[src/rtl/b64d_pkg.sv]
// ----------------------------------------------------------------------------
// b64d_pkg
// Shared types, character codes and the alphabet lookup for the base64
// stream decoder.
// ----------------------------------------------------------------------------
package b64d_pkg;

   // job queue between front end and back end
   localparam int unsigned QDepth = 2;
   localparam int unsigned QPtrW  = (QDepth > 1) ? $clog2(QDepth) : 1;
   localparam int unsigned QCntW  = $clog2(QDepth + 1);

   localparam logic [7:0] CharPad   = 8'h3D;  // '='
   localparam logic [7:0] CharPlus  = 8'h2B;  // '+'
   localparam logic [7:0] CharSlash = 8'h2F;  // '/'
   localparam logic [7:0] CharSpace = 8'h20;
   localparam logic [7:0] CharTab   = 8'h09;
   localparam logic [7:0] CharCr    = 8'h0D;
   localparam logic [7:0] CharLf    = 8'h0A;
   localparam logic [7:0] CharUpA   = 8'h41;
   localparam logic [7:0] CharUpZ   = 8'h5A;
   localparam logic [7:0] CharLoA   = 8'h61;
   localparam logic [7:0] CharLoZ   = 8'h7A;
   localparam logic [7:0] CharDig0  = 8'h30;
   localparam logic [7:0] CharDig9  = 8'h39;

   // one held character of the current group
   typedef struct packed {
      logic       is_pad;
      logic [5:0] value;
   } b64d_entry_type;

   // work handed from front end to back end: count results, 1 to 3
   typedef struct packed {
      logic [2:0][7:0] data;
      logic [1:0]      count;
      logic            is_error;
   } b64d_job_type;

   function automatic logic [5:0] sixbit_of(input logic [7:0] c);
      logic [7:0] d;
      d = 8'd0;
      if (c >= CharUpA && c <= CharUpZ) begin
         d = c - CharUpA;
      end else if (c >= CharLoA && c <= CharLoZ) begin
         d = c - CharLoA + 8'd26;
      end else if (c >= CharDig0 && c <= CharDig9) begin
         d = c - CharDig0 + 8'd52;
      end else if (c == CharPlus) begin
         d = 8'd62;
      end else if (c == CharSlash) begin
         d = 8'd63;
      end
      return d[5:0];
   endfunction

endpackage

[src/rtl/b64d_front.sv]
// ----------------------------------------------------------------------------
// b64d_front
// Accepts characters, tracks the current group and the stream state, and
// turns each request into at most one job for the back end.
// ----------------------------------------------------------------------------
module b64d_front import b64d_pkg::*; (
   input  logic         clock,
   input  logic         reset,
   input  logic         req_tvalid,
   output logic         req_tready,
   input  logic [7:0]   req_tdata,
   input  logic         req_tuser,
   input  logic         q_full,
   output logic         push_valid,
   output b64d_job_type push_job
);

   b64d_entry_type group_ff [3];
   logic [1:0]     count_ff, count_in;
   logic           end_seen_ff, end_seen_in;
   logic           err_rep_ff, err_rep_in;

   logic           accept;
   logic [7:0]     c;
   logic           is_ws, is_pad, prev_pad;
   logic           raise, store_en, make_data, err_job;
   b64d_entry_type entry_now;
   logic [5:0]     w, x, y, z;
   logic [1:0]     n;

   assign req_tready = !q_full;
   assign accept     = req_tvalid && req_tready;
   assign c          = req_tdata;
   assign is_ws      = (c == CharSpace) || (c == CharTab) || (c == CharCr) || (c == CharLf);
   assign is_pad     = (c == CharPad);
   assign entry_now  = '{is_pad: is_pad, value: sixbit_of(c)};

   always_comb begin
      case (count_ff)
         2'd1:    prev_pad = group_ff[0].is_pad;
         2'd2:    prev_pad = group_ff[1].is_pad;
         2'd3:    prev_pad = group_ff[2].is_pad;
         default: prev_pad = 1'b0;
      endcase
   end

   always_comb begin
      raise     = 1'b0;
      store_en  = 1'b0;
      make_data = 1'b0;
      if (req_tuser) begin
         raise = (count_ff != 2'd0);
      end else if (is_ws) begin
         raise = 1'b0;
      end else if (end_seen_ff) begin
         raise = 1'b1;
      end else if (prev_pad && !is_pad) begin
         raise = 1'b1;
      end else if (count_ff != 2'd3) begin
         store_en = 1'b1;
      end else begin
         make_data = 1'b1;
      end
   end

   assign err_job = raise && !err_rep_ff;

   assign w = group_ff[0].value;
   assign x = group_ff[1].value;
   assign y = group_ff[2].value;
   assign z = entry_now.value;
   assign n = 2'd1 + {1'b0, !group_ff[2].is_pad} + {1'b0, !is_pad};

   always_comb begin
      push_job = '0;
      if (err_job) begin
         push_job.count    = 2'd1;
         push_job.is_error = 1'b1;
      end else begin
         push_job.data[0] = {w, x[5:4]};
         push_job.data[1] = {x[3:0], y[5:2]};
         push_job.data[2] = {y[1:0], z};
         push_job.count   = n;
      end
   end

   assign push_valid = accept && (err_job || make_data);

   always_comb begin
      count_in    = count_ff;
      end_seen_in = end_seen_ff;
      err_rep_in  = err_rep_ff;
      if (accept) begin
         if (err_job) begin
            err_rep_in = 1'b1;
         end
         if (store_en) begin
            count_in = count_ff + 2'd1;
         end
         if (make_data) begin
            count_in = 2'd0;
            if (is_pad) begin
               end_seen_in = 1'b1;
            end
         end
      end
   end

   always_ff @(posedge clock) begin
      if (reset) begin
         count_ff    <= 2'd0;
         end_seen_ff <= 1'b0;
         err_rep_ff  <= 1'b0;
      end else begin
         count_ff    <= count_in;
         end_seen_ff <= end_seen_in;
         err_rep_ff  <= err_rep_in;
      end
   end

   always_ff @(posedge clock) begin
      if (accept && store_en) begin
         group_ff[count_ff] <= entry_now;
      end
   end

`ifndef SYNTHESIS
   // the error report is one-shot
   a_err_once: assert property (@(posedge clock) disable iff (reset)
      err_rep_ff |-> !(push_valid && push_job.is_error))
      else $error("second error job pushed");

   a_err_sticky: assert property (@(posedge clock) disable iff (reset)
      err_rep_ff |=> err_rep_ff)
      else $error("error flag cleared");

   a_end_no_data: assert property (@(posedge clock) disable iff (reset)
      end_seen_ff |-> !(push_valid && !push_job.is_error))
      else $error("data after end of stream");
`endif

endmodule

[src/rtl/b64d_queue.sv]
// ----------------------------------------------------------------------------
// b64d_queue
// Short register queue of decoded jobs between front end and back end.
// ----------------------------------------------------------------------------
module b64d_queue import b64d_pkg::*; (
   input  logic         clock,
   input  logic         reset,
   input  logic         push,
   input  b64d_job_type push_job,
   input  logic         pop,
   output logic         full,
   output logic         head_valid,
   output b64d_job_type head_job
);

   b64d_job_type     slot_ff [QDepth];
   logic [QPtrW-1:0] wr_ptr_ff, wr_ptr_in;
   logic [QPtrW-1:0] rd_ptr_ff, rd_ptr_in;
   logic [QCntW-1:0] cnt_ff, cnt_in;
   logic             do_push, do_pop;

   assign full       = (cnt_ff == QCntW'(QDepth));
   assign head_valid = (cnt_ff != '0);
   assign head_job   = slot_ff[rd_ptr_ff];
   assign do_push    = push && !full;
   assign do_pop     = pop && head_valid;

   always_comb begin
      wr_ptr_in = wr_ptr_ff;
      rd_ptr_in = rd_ptr_ff;
      cnt_in    = cnt_ff;
      if (do_push) begin
         wr_ptr_in = (wr_ptr_ff == QPtrW'(QDepth - 1)) ? '0 : wr_ptr_ff + 1'b1;
      end
      if (do_pop) begin
         rd_ptr_in = (rd_ptr_ff == QPtrW'(QDepth - 1)) ? '0 : rd_ptr_ff + 1'b1;
      end
      if (do_push && !do_pop) begin
         cnt_in = cnt_ff + 1'b1;
      end else if (do_pop && !do_push) begin
         cnt_in = cnt_ff - 1'b1;
      end
   end

   always_ff @(posedge clock) begin
      if (reset) begin
         wr_ptr_ff <= '0;
         rd_ptr_ff <= '0;
         cnt_ff    <= '0;
      end else begin
         wr_ptr_ff <= wr_ptr_in;
         rd_ptr_ff <= rd_ptr_in;
         cnt_ff    <= cnt_in;
      end
   end

   always_ff @(posedge clock) begin
      if (do_push) begin
         slot_ff[wr_ptr_ff] <= push_job;
      end
   end

`ifndef SYNTHESIS
   a_cnt_range: assert property (@(posedge clock) disable iff (reset)
      cnt_ff <= QCntW'(QDepth))
      else $error("queue count overflow");

   a_no_lost_push: assert property (@(posedge clock) disable iff (reset)
      push |-> !full)
      else $error("push into full queue");

   a_head_count: assert property (@(posedge clock) disable iff (reset)
      head_valid |-> (head_job.count != 2'd0))
      else $error("queued job with no results");
`endif

endmodule

[src/rtl/b64d_back.sv]
// ----------------------------------------------------------------------------
// b64d_back
// Walks the job at the head of the queue and presents its results one per
// cycle on the response stream while rsp_tready is high.
// ----------------------------------------------------------------------------
module b64d_back import b64d_pkg::*; (
   input  logic         clock,
   input  logic         reset,
   input  logic         head_valid,
   input  b64d_job_type head_job,
   output logic         pop,
   output logic         rsp_tvalid,
   input  logic         rsp_tready,
   output logic [7:0]   rsp_tdata,
   output logic [0:0]   rsp_tuser,
   output logic         rsp_tlast
);

   logic [1:0] idx_ff, idx_in;
   logic       fire;

   assign rsp_tvalid = head_valid;
   assign rsp_tuser  = head_job.is_error;
   assign rsp_tlast  = ((idx_ff + 2'd1) == head_job.count);
   assign fire       = rsp_tvalid && rsp_tready;
   assign pop        = fire && rsp_tlast;

   always_comb begin
      case (idx_ff)
         2'd0:    rsp_tdata = head_job.data[0];
         2'd1:    rsp_tdata = head_job.data[1];
         2'd2:    rsp_tdata = head_job.data[2];
         default: rsp_tdata = 8'd0;
      endcase
   end

   always_comb begin
      idx_in = idx_ff;
      if (fire) begin
         idx_in = rsp_tlast ? 2'd0 : idx_ff + 2'd1;
      end
   end

   always_ff @(posedge clock) begin
      if (reset) begin
         idx_ff <= 2'd0;
      end else begin
         idx_ff <= idx_in;
      end
   end

`ifndef SYNTHESIS
   a_idx_in_job: assert property (@(posedge clock) disable iff (reset)
      rsp_tvalid |-> (idx_ff < head_job.count))
      else $error("result index past job size");

   a_err_single: assert property (@(posedge clock) disable iff (reset)
      (rsp_tvalid && rsp_tuser[0]) |-> (rsp_tlast && rsp_tdata == 8'd0))
      else $error("error report not a single zero result");

   a_idx_idle: assert property (@(posedge clock) disable iff (reset)
      !head_valid |-> (idx_ff == 2'd0))
      else $error("stale result index");
`endif

endmodule

[src/rtl/base64_stream_decoder_unit.sv]
// ----------------------------------------------------------------------------
// base64_stream_decoder_unit
// Base64 decoder taking one character per request, producing decoded bytes.
// ----------------------------------------------------------------------------
// One character (or an end-of-stream mark in req_tuser) is taken per cycle
// while the two-entry job queue has room. The front end classifies the
// character and updates the group in the same cycle; a completed group or an
// error report becomes one job. The back end emits one result per cycle
// while rsp_tready is high, three for a full group; a queued job's first
// result appears once it reaches the queue head. Since four characters give
// at most three bytes, a continuous stream runs at one character per cycle as
// long as the response side keeps up. The last result of each job has
// rsp_tlast set; the single error report has rsp_tuser set and zero data.
module base64_stream_decoder_unit import b64d_pkg::*; (
   input  logic       clock,
   input  logic       reset,
   input  logic       req_tvalid,
   output logic       req_tready,
   input  logic [7:0] req_tdata,   // [7:0] in_char
   input  logic [0:0] req_tuser,   // [0] end_of_stream
   output logic       rsp_tvalid,
   input  logic       rsp_tready,
   output logic [7:0] rsp_tdata,   // [7:0] out_byte
   output logic [0:0] rsp_tuser,   // [0] is_error
   output logic       rsp_tlast
);

   logic         push_valid, q_full, pop, head_valid;
   b64d_job_type push_job, head_job;

   b64d_front u_front (
      .clock      (clock),
      .reset      (reset),
      .req_tvalid (req_tvalid),
      .req_tready (req_tready),
      .req_tdata  (req_tdata),
      .req_tuser  (req_tuser[0]),
      .q_full     (q_full),
      .push_valid (push_valid),
      .push_job   (push_job)
   );

   b64d_queue u_queue (
      .clock      (clock),
      .reset      (reset),
      .push       (push_valid),
      .push_job   (push_job),
      .pop        (pop),
      .full       (q_full),
      .head_valid (head_valid),
      .head_job   (head_job)
   );

   b64d_back u_back (
      .clock      (clock),
      .reset      (reset),
      .head_valid (head_valid),
      .head_job   (head_job),
      .pop        (pop),
      .rsp_tvalid (rsp_tvalid),
      .rsp_tready (rsp_tready),
      .rsp_tdata  (rsp_tdata),
      .rsp_tuser  (rsp_tuser),
      .rsp_tlast  (rsp_tlast)
   );

endmodule
[config.mk]
export PLATFORM = sky130hd
export DESIGN_NAME = base64_stream_decoder_unit
export DESIGN_NICKNAME = d
export VERILOG_FILES = /design/src/rtl/b64d_pkg.sv /design/src/rtl/b64d_front.sv /design/src/rtl/b64d_queue.sv /design/src/rtl/b64d_back.sv /design/src/rtl/base64_stream_decoder_unit.sv
export SDC_FILE = /design/constraint.sdc
export NUM_CORES = 1
export LEC_CHECK = 0
export ABC_AREA = 1
export BUFFER_PORTS_ARGS = -buffer_cell sky130_fd_sc_hd__buf_2
export CAP_MARGIN = 25
export CORE_MARGIN = 1.5
export CORE_UTILIZATION = 49
export CTS_BUF_LIST = sky130_fd_sc_hd__clkbuf_4 sky130_fd_sc_hd__clkbuf_8 sky130_fd_sc_hd__clkbuf_16
export DETAILED_ROUTE_END_ITERATION = 10
export HOLD_SLACK_MARGIN = 0.02
export PLACE_DENSITY_LB_ADDON = 0.25
export SLEW_MARGIN = 20
export SYNTH_ARGS = -nofsm -noshare
export SYNTH_HDL_FRONTEND = slang
export SYNTH_SLANG_ARGS = --single-unit
[constraint.sdc]
create_clock -name clock -period 8.62 [get_ports clock]
set_clock_uncertainty 0.05 [all_clocks]
set_input_delay 1.724 -clock clock [delete_from_list [all_inputs] [get_ports clock]]
set_output_delay 1.724 -clock clock [all_outputs]
set_load 0.05 [all_outputs]
# Yosys cells after proc, flatten, opt, wreduce, memory -nomap -nowiden
# Memory sizes are Yosys's and may differ from the RTL's. A register that Yosys moved wholly into a read port is not among the register bits.
# Index checks and enable logic that the tools add are counted.
[totals]
regBits = 10
latch_bits = 0
mem_bits_rw = 75
romBits = 0
inputBits = 13
out_inout_bits = 12
wordCells = 112
memories = 2
[memory_table]
columns = ["memory", "depth", "word_bits", "rd", "rd_clocked_by_memory_dff", "write_ports", "line", "rtl"]
rows = [
  ["u_queue.slot_ff", 2, 27, 1, 1, 1, "b64d_queue.sv:16", "b64d_job_type slot_ff [QDepth];"],
  ["u_front.group_ff", 3, 7, 3, 0, 1, "b64d_front.sv:18", "b64d_entry_type group_ff [3];"],
]
[classes]
n_addsub = 13
n_mul = 0
div = 0
n_lt_le_gt_ge = 6
eq_ne = 15
shifts = 0
muxes = 37
n_bitwise = 0
reduce_logical = 32
[op_table]
columns = ["op", "n"]
rows = [
  ["== test 8 x 6 -> 1 bit, second input constant", 4],
  ["2-to-1 mux 6 bit", 5],
  ["== test 8 x 4 -> 1 bit, second input constant", 3],
  ["2-to-1 mux 24 bit", 1],
  ["one-hot mux 8 bit (3 select lines)", 1],
  ["2-to-1 mux 1 bit", 23],
  [">= comparator 8 x 7 -> 1 bit, second input constant", 2],
  ["less-or-equal comparator 8 x 7 -> 1 bit, second input constant", 2],
  ["logical AND 1 bit", 14],
  ["2-to-1 mux 2 bit", 6],
  ["subtractor 6 bit, second input constant", 2],
  ["== test 2 bit, second input constant", 4],
  [">= comparator 8 x 6 -> 1 bit, second input constant", 1],
  ["less-or-equal comparator 8 x 6 -> 1 bit, second input constant", 1],
  ["nonzero test 2 bit", 4],
  ["adder 2 x 1 -> 2 bit, second input constant", 3],
  ["adder 6 x 5 -> 6 bit, second input constant", 1],
  ["adder 6 bit, second input constant", 1],
  ["zero test 1 bit", 6],
  ["subtractor 6 x 1 -> 6 bit, second input constant", 1],
  ["== test 2 x 1 -> 1 bit, second input constant", 2],
  ["logical OR 1 bit", 4],
  ["AND reduction 2 bit", 2],
  ["one-hot mux 1 bit (3 select lines)", 1],
  ["other kinds (8)", 9],
]

# Longest topological paths before layout
[depth]
word_depth = 15
depth_mapped = 16
depth_no_buf = 16

# Hierarchy
# Synthesis repeated with hierarchy kept, for this count alone.
[unflattened]
cells_unflattened = 457
hier_area_um2 = 4835.9
[modules_own_cells]
columns = ["module", "instances", "cells_per_inst", "area_each_um2", "seq_area_each_um2"]
rows = [
  ["b64d_queue", 1, 121, 2296.0, 1721.7],
  ["b64d_front", 1, 246, 2087.0, 710.7],
  ["b64d_back", 1, 90, 452.9, 40.0],
]

# Least setup slack after synthesis
# No wires, ideal clock.
[synth_path]
path_type = "input port to flip-flop"
from = "input port req_tdata[2]"
to = "memory u_queue.slot_ff[1][0] (netlist bit) (enable)"
setup_time_ns = 0.412
t_arrival_ns = 3.885
t_required_ns = 8.158
path_slack_ns = 4.273
stages = 11
path_buffers = 0
path_cell_list = "inv_1 > ha_1 > nand2_1 > nand3_1 > nand2_1 > nand2_2 > nand2_1 > nand3_2 > nand2_1 > nand2_1 > nor2_1"
[synth_between]
elab_chain_len = 13
[synth_rtl]
columns = ["element", "line", "rtl"]
rows = [
  ["start: declaration", "base64_stream_decoder_unit.sv:19", "input logic [7:0] req_tdata,"],
  ["== test 8 x 6 -> 1 bit", "b64d_front.sv:35", "assign is_pad = (c == CharPad);"],
  ["zero test 1 bit", "b64d_front.sv:57", "end else if (prev_pad && !is_pad) begin"],
  ["logical AND 1 bit", "b64d_front.sv:57", ""],
  ["2-to-1 mux 1 bit", "b64d_front.sv:57", ""],
  ["2-to-1 mux 1 bit", "b64d_front.sv:55", "end else if (end_seen_ff) begin"],
  ["2-to-1 mux 1 bit", "b64d_front.sv:53", "end else if (is_ws) begin"],
  ["2-to-1 mux 1 bit", "b64d_front.sv:51", "if (req_tuser) begin"],
  ["logical AND 1 bit", "b64d_front.sv:66", "assign err_job = raise && !err_rep_ff;"],
  ["logical OR 1 bit (*)", "b64d_front.sv:87", "assign push_valid = accept && (err_job || make_data);"],
  ["logical AND 1 bit (*)", "b64d_front.sv:87", ""],
  ["logical AND 1 bit (*)", "b64d_queue.sv:25", "assign do_push = push && !full;"],
  ["2-to-1 mux 1 bit (*)", "b64d_queue.sv:58", "if (do_push) begin"],
  ["2-to-1 mux 1 bit (not written as such) (*)", "b64d_queue.sv:59", "slot_ff[wr_ptr_ff] <= push_job;"],
  ["end: declaration", "b64d_queue.sv:16", ""],
]
# Mark *: on every way between the ends. The rest lies on a longest branch, timed or not.

# Final worst setup path
[layout_path]
from = "input port req_tdata[2]"
to = "register u_queue.cnt_ff[1]"
[layout_between]
elab_chain_len = 14
[layout_rtl]
columns = ["element", "line", "rtl"]
rows = [
  ["== test 8 x 6 -> 1 bit", "b64d_front.sv:35", ""],
  ["zero test 1 bit", "b64d_front.sv:57", ""],
  ["logical AND 1 bit", "b64d_front.sv:57", ""],
  ["2-to-1 mux 1 bit", "b64d_front.sv:57", ""],
  ["2-to-1 mux 1 bit", "b64d_front.sv:55", ""],
  ["2-to-1 mux 1 bit", "b64d_front.sv:53", ""],
  ["2-to-1 mux 1 bit", "b64d_front.sv:51", ""],
  ["logical AND 1 bit", "b64d_front.sv:66", ""],
  ["logical OR 1 bit (*)", "b64d_front.sv:87", ""],
  ["logical AND 1 bit (*)", "b64d_front.sv:87", ""],
  ["logical AND 1 bit (*)", "b64d_queue.sv:25", ""],
  ["named net u_queue.do_push", "b64d_queue.sv:20", "logic do_push, do_pop;"],
  ["zero test 1 bit", "b64d_queue.sv:40", "end else if (do_pop && !do_push) begin"],
  ["logical AND 1 bit", "b64d_queue.sv:40", ""],
  ["nonzero test 2 bit (no line)", "n/a", ""],
  ["end signal: assignment", "b64d_queue.sv:53", "cnt_ff <= cnt_in;"],
  ["end: declaration", "b64d_queue.sv:19", "logic [QCntW-1:0] cnt_ff, cnt_in;"],
]
# Mark *: on every way through the listed nets, which the timed path passes. The rest lies on a longest branch.
# A chain may end at the register's enable or synchronous reset.

==> metrics.csv <==
stage;metric;value;unit
final_layout;multi_input_area;1500;um2
clocking;cts_setup_buffers;0;
timing;layout_setup_ws;4.63;ns
timing;period_share;46.3;%
clocking;clockBufferDepth;2;
final_layout;fill_cells;751;
timing;setup_viol;0;
timing;hold_viol;0;
logic_synthesis;synth_flop_cell;edfxtp_1;
power;p_per_area;208;nW/um2
die;die_area;9250;um2
logic_synthesis;avgSynthCellArea;9.62;um2
clocking;cts_tree;yes;
timing;tns;0;ns
global_routing;grt_pass1_vias;2683;
logic_synthesis;synthAdderAreaFrac;5.59;%
worst_setup_path;start_kind;input port;
detailed_routing;drc;0;
detailed_routing;detail-route-antenna-nets;0;
logic_synthesis;synth_top_family_by_area;simple AND/OR/NAND/NOR gates;
place;io_buffers;24;
global_routing;overflow;0;
logic_synthesis;synth_warnings;0;
detailed_routing;m1WireLength;3.81;mm
timing;slew_headroom;53.1;%
place;gp_congestion;0.917;
clocking;cts_resized;0;
worst_setup_path;crit_slowest_cell;nand3_2;
die;die_y;96.2;um
clocking;clock_latency;0.34;ns
detailed_routing;num_vias;2895;
final_layout;fin_nets;504;
place;place_hpwl;5.89;mm
die;ios;25;
final_layout;drive_above_1_share;13.6;%
timing;max_slew.worst_pin.slew;0.701;ns
detailed_routing;wl_met2;4.06;mm
clocking;cts_root_buf;clkbuf_8;
die;start_util;51.3;%
clocking;cts.clk_slew.worst_paths;0.08;ns
clocking;cts-buffers-inserted;9;
worst_hold_path;hold_path.class;reg -> reg;
final_layout;ff_latch_area;2470;um2
logic_synthesis;async_flop_share;0;%
detailed_routing;wl_met3;247;um
logic_synthesis;yosys.area.top_type;edfxtp_1;
timing;rsz0062_at_grt;false;
global_routing;grt_first_pass_wirelength;13.2;mm
worst_setup_path;crit_fanout;22;
logic_synthesis;netlist_area;4250;um2
worst_setup_path;cp_slowest_stage_delay;0.33;ns
die;core_area;8300;um2
logic_synthesis;synth_seq_cells;86;
clocking;htreeDepth;3;
worst_setup_path;cp-end-kind;flop;
worst_setup_path;cp.arrival;4.17;ns
flow_run;max-cap-violations;0;
global_routing;grt_max_degree;29;
power;p_leak;0.00206;uW
detailed_routing;wl;8.25;mm
global_routing;antenna_found_initial;0;
final_layout;fin_util;56.9;%
logic_synthesis;synth_compound_area_share;9.09;%
detailed_routing;wl_per_cell;14.2;um
timing;fmax;0.251;GHz
logic_synthesis;synth_xor_area_share;2.06;%
logic_synthesis;synth_cell_types;34;
logic_synthesis;synth.mux.area_fraction;0;%
power;ir_drop;73.0;uV
logic_synthesis;synth_top_area_share;52.9;%
detailed_routing;maxUsedRoutingLayer;met4;
timing;period_needed;3.99;ns
worst_setup_path;crit_top_cell;nand2_1;
place;pre_cts_ws;4.27;ns
logic_synthesis;synthCells;442;
logic_synthesis;synth-seq-area-share;58.1;%
detailed_routing;drt_iter0_drc;216;
worst_setup_path;path_cells;buf_2 -> inv_1 -> ha_1 -> nand2_1 -> nand3_1 -> nand2_1 -> nand2_2 -> nand2_1 -> nand3_2 -> nand2_1 -> nand2_1 -> inv_1 -> ha_1 -> a21oi_1 -> o21ai_0 -> o21ai_0 -> a21oi_1;
logic_synthesis;synthSimpleGateAreaFrac;18.4;%
outcome;outcome;finished clean;
logic_synthesis;yosysMostFrequentCell;nand2_1;
die;rows;33;
worst_setup_path;worstPathRequired;8.81;ns
global_routing;track_usage;19.2;%
detailed_routing;viasPerCell;4.97;
clocking;holdBufCountCts;0;
timing;whs;0.406;ns
clocking;cts.sink_count;86;
timing;slew_viol_final;0;
final_layout;num_antenna_cells;0;
logic_synthesis;synthTopCellsByArea;edfxtp_1 53%, nand2_1 7.5%, ha_1 5.6%;
logic_synthesis;yosys-top-cells-count;85 x nand2_1, 75 x edfxtp_1, 63 x nor2_1;
logic_synthesis;synth.net_count;474;
detailed_routing;firstDrtPassIters;4;
die;die_w;96.2;um
worst_setup_path;critical_path_class;in -> reg;
final_layout;synthToLayoutAreaGrowth;11.1;%
logic_synthesis;synth-edff-count;75;
-- worst max-delay path, delay by kind of cell --
kind / cells / cell delay, ns
adders and majority gates: 2 / 0.53
and+or+nand+nor: 8 / 1.08
AOI/OAI and AO/OA: 4 / 0.46
buffers and inverters: 3 / 0.38
-- cell usage in the layout (no fill, tap or decap), drive strengths merged, types with 2 or more instances in the layout --
cell and n:
clkbuf 13, xor2 9, a21oi 20, nor2 65
nand3b 2, o31ai 2, nand2 90, nand4 6
inv 65, dfxtp 11, edfxtp 75, or2 2
o21ai 40, o22ai 7, nand3 15, ha 19
buf 27
-- power by group --
group	switching (uW)	internal [uW]	leakage, uW
logic	138	47.9	0.00116
clock network	137	177	0.000117
registers	5.31	475	0.000782
total	281	700	0.00206
-- through the flow --
step                      instance area, um2  instances  total power (uW)
final                                   4720        582               981
after global routing                    4720        582              1030
after CTS                               4720        582               988
after detailed placement                4490        566               677
after global placement                  4490        566               675
after floorplan                         4250        442               630
-- cell type report --
| class | count | area share (%) |
|---|---|---|
| Tap cell | 105 | 2.78 |
| Sequential cell | 86 | 52.3 |
| Timing Repair Buffer | 27 | 3.02 |
| Multi-Input combinational cell | 283 | 31.7 |
| Clock buffer | 13 | 4.00 |
| Clock inverter | 3 | 0.980 |
| Inverter | 65 | 5.19 |
-- final timing paths --
check	start	end	slack (ns)	depth (start not counted)
setup / recovery	req_tdata[2]	u_queue.cnt_ff[1]	4.63	17
hold / removal	u_front.err_rep_ff	u_front.err_rep_ff	0.41	2
setup reg to reg	flop	u_queue.cnt_ff[1]	6.09	12
hold reg to reg	u_front.err_rep_ff	u_front.err_rep_ff	0.41	2
-- layer usage --
layer	global-route usage, %	vias to the layer above
met3	2.21	8
met4	8.95	0
met2	31.5	53
li1	-	1521
met1	25.5	1313
met5	0	-
-- state kept, by name, summed over array words and instances (netlist names), named ones only --
signal / count
u_back.idx_ff: 2
u_front.count_ff: 2
u_front.end_seen_ff: 1
u_front.err_rep_ff: 1
u_front.group_ff: 21
u_queue.cnt_ff: 2
u_queue.rd_ptr_ff: 1
u_queue.slot_ff: 54
u_queue.wr_ptr_ff: 1
-- cells by family (layout without fill, tap and decap cells) --
group	count (synthesis)	after routing
AOI/OAI and AO/OA	72	72
buffers and inverters	73	108
DFF	86	86
and+or+nand+nor	182	182
xor gates and xnor gates	10	10
adders and majority gates	19	19
Note: power is estimated with default switching activity, not from simulation.
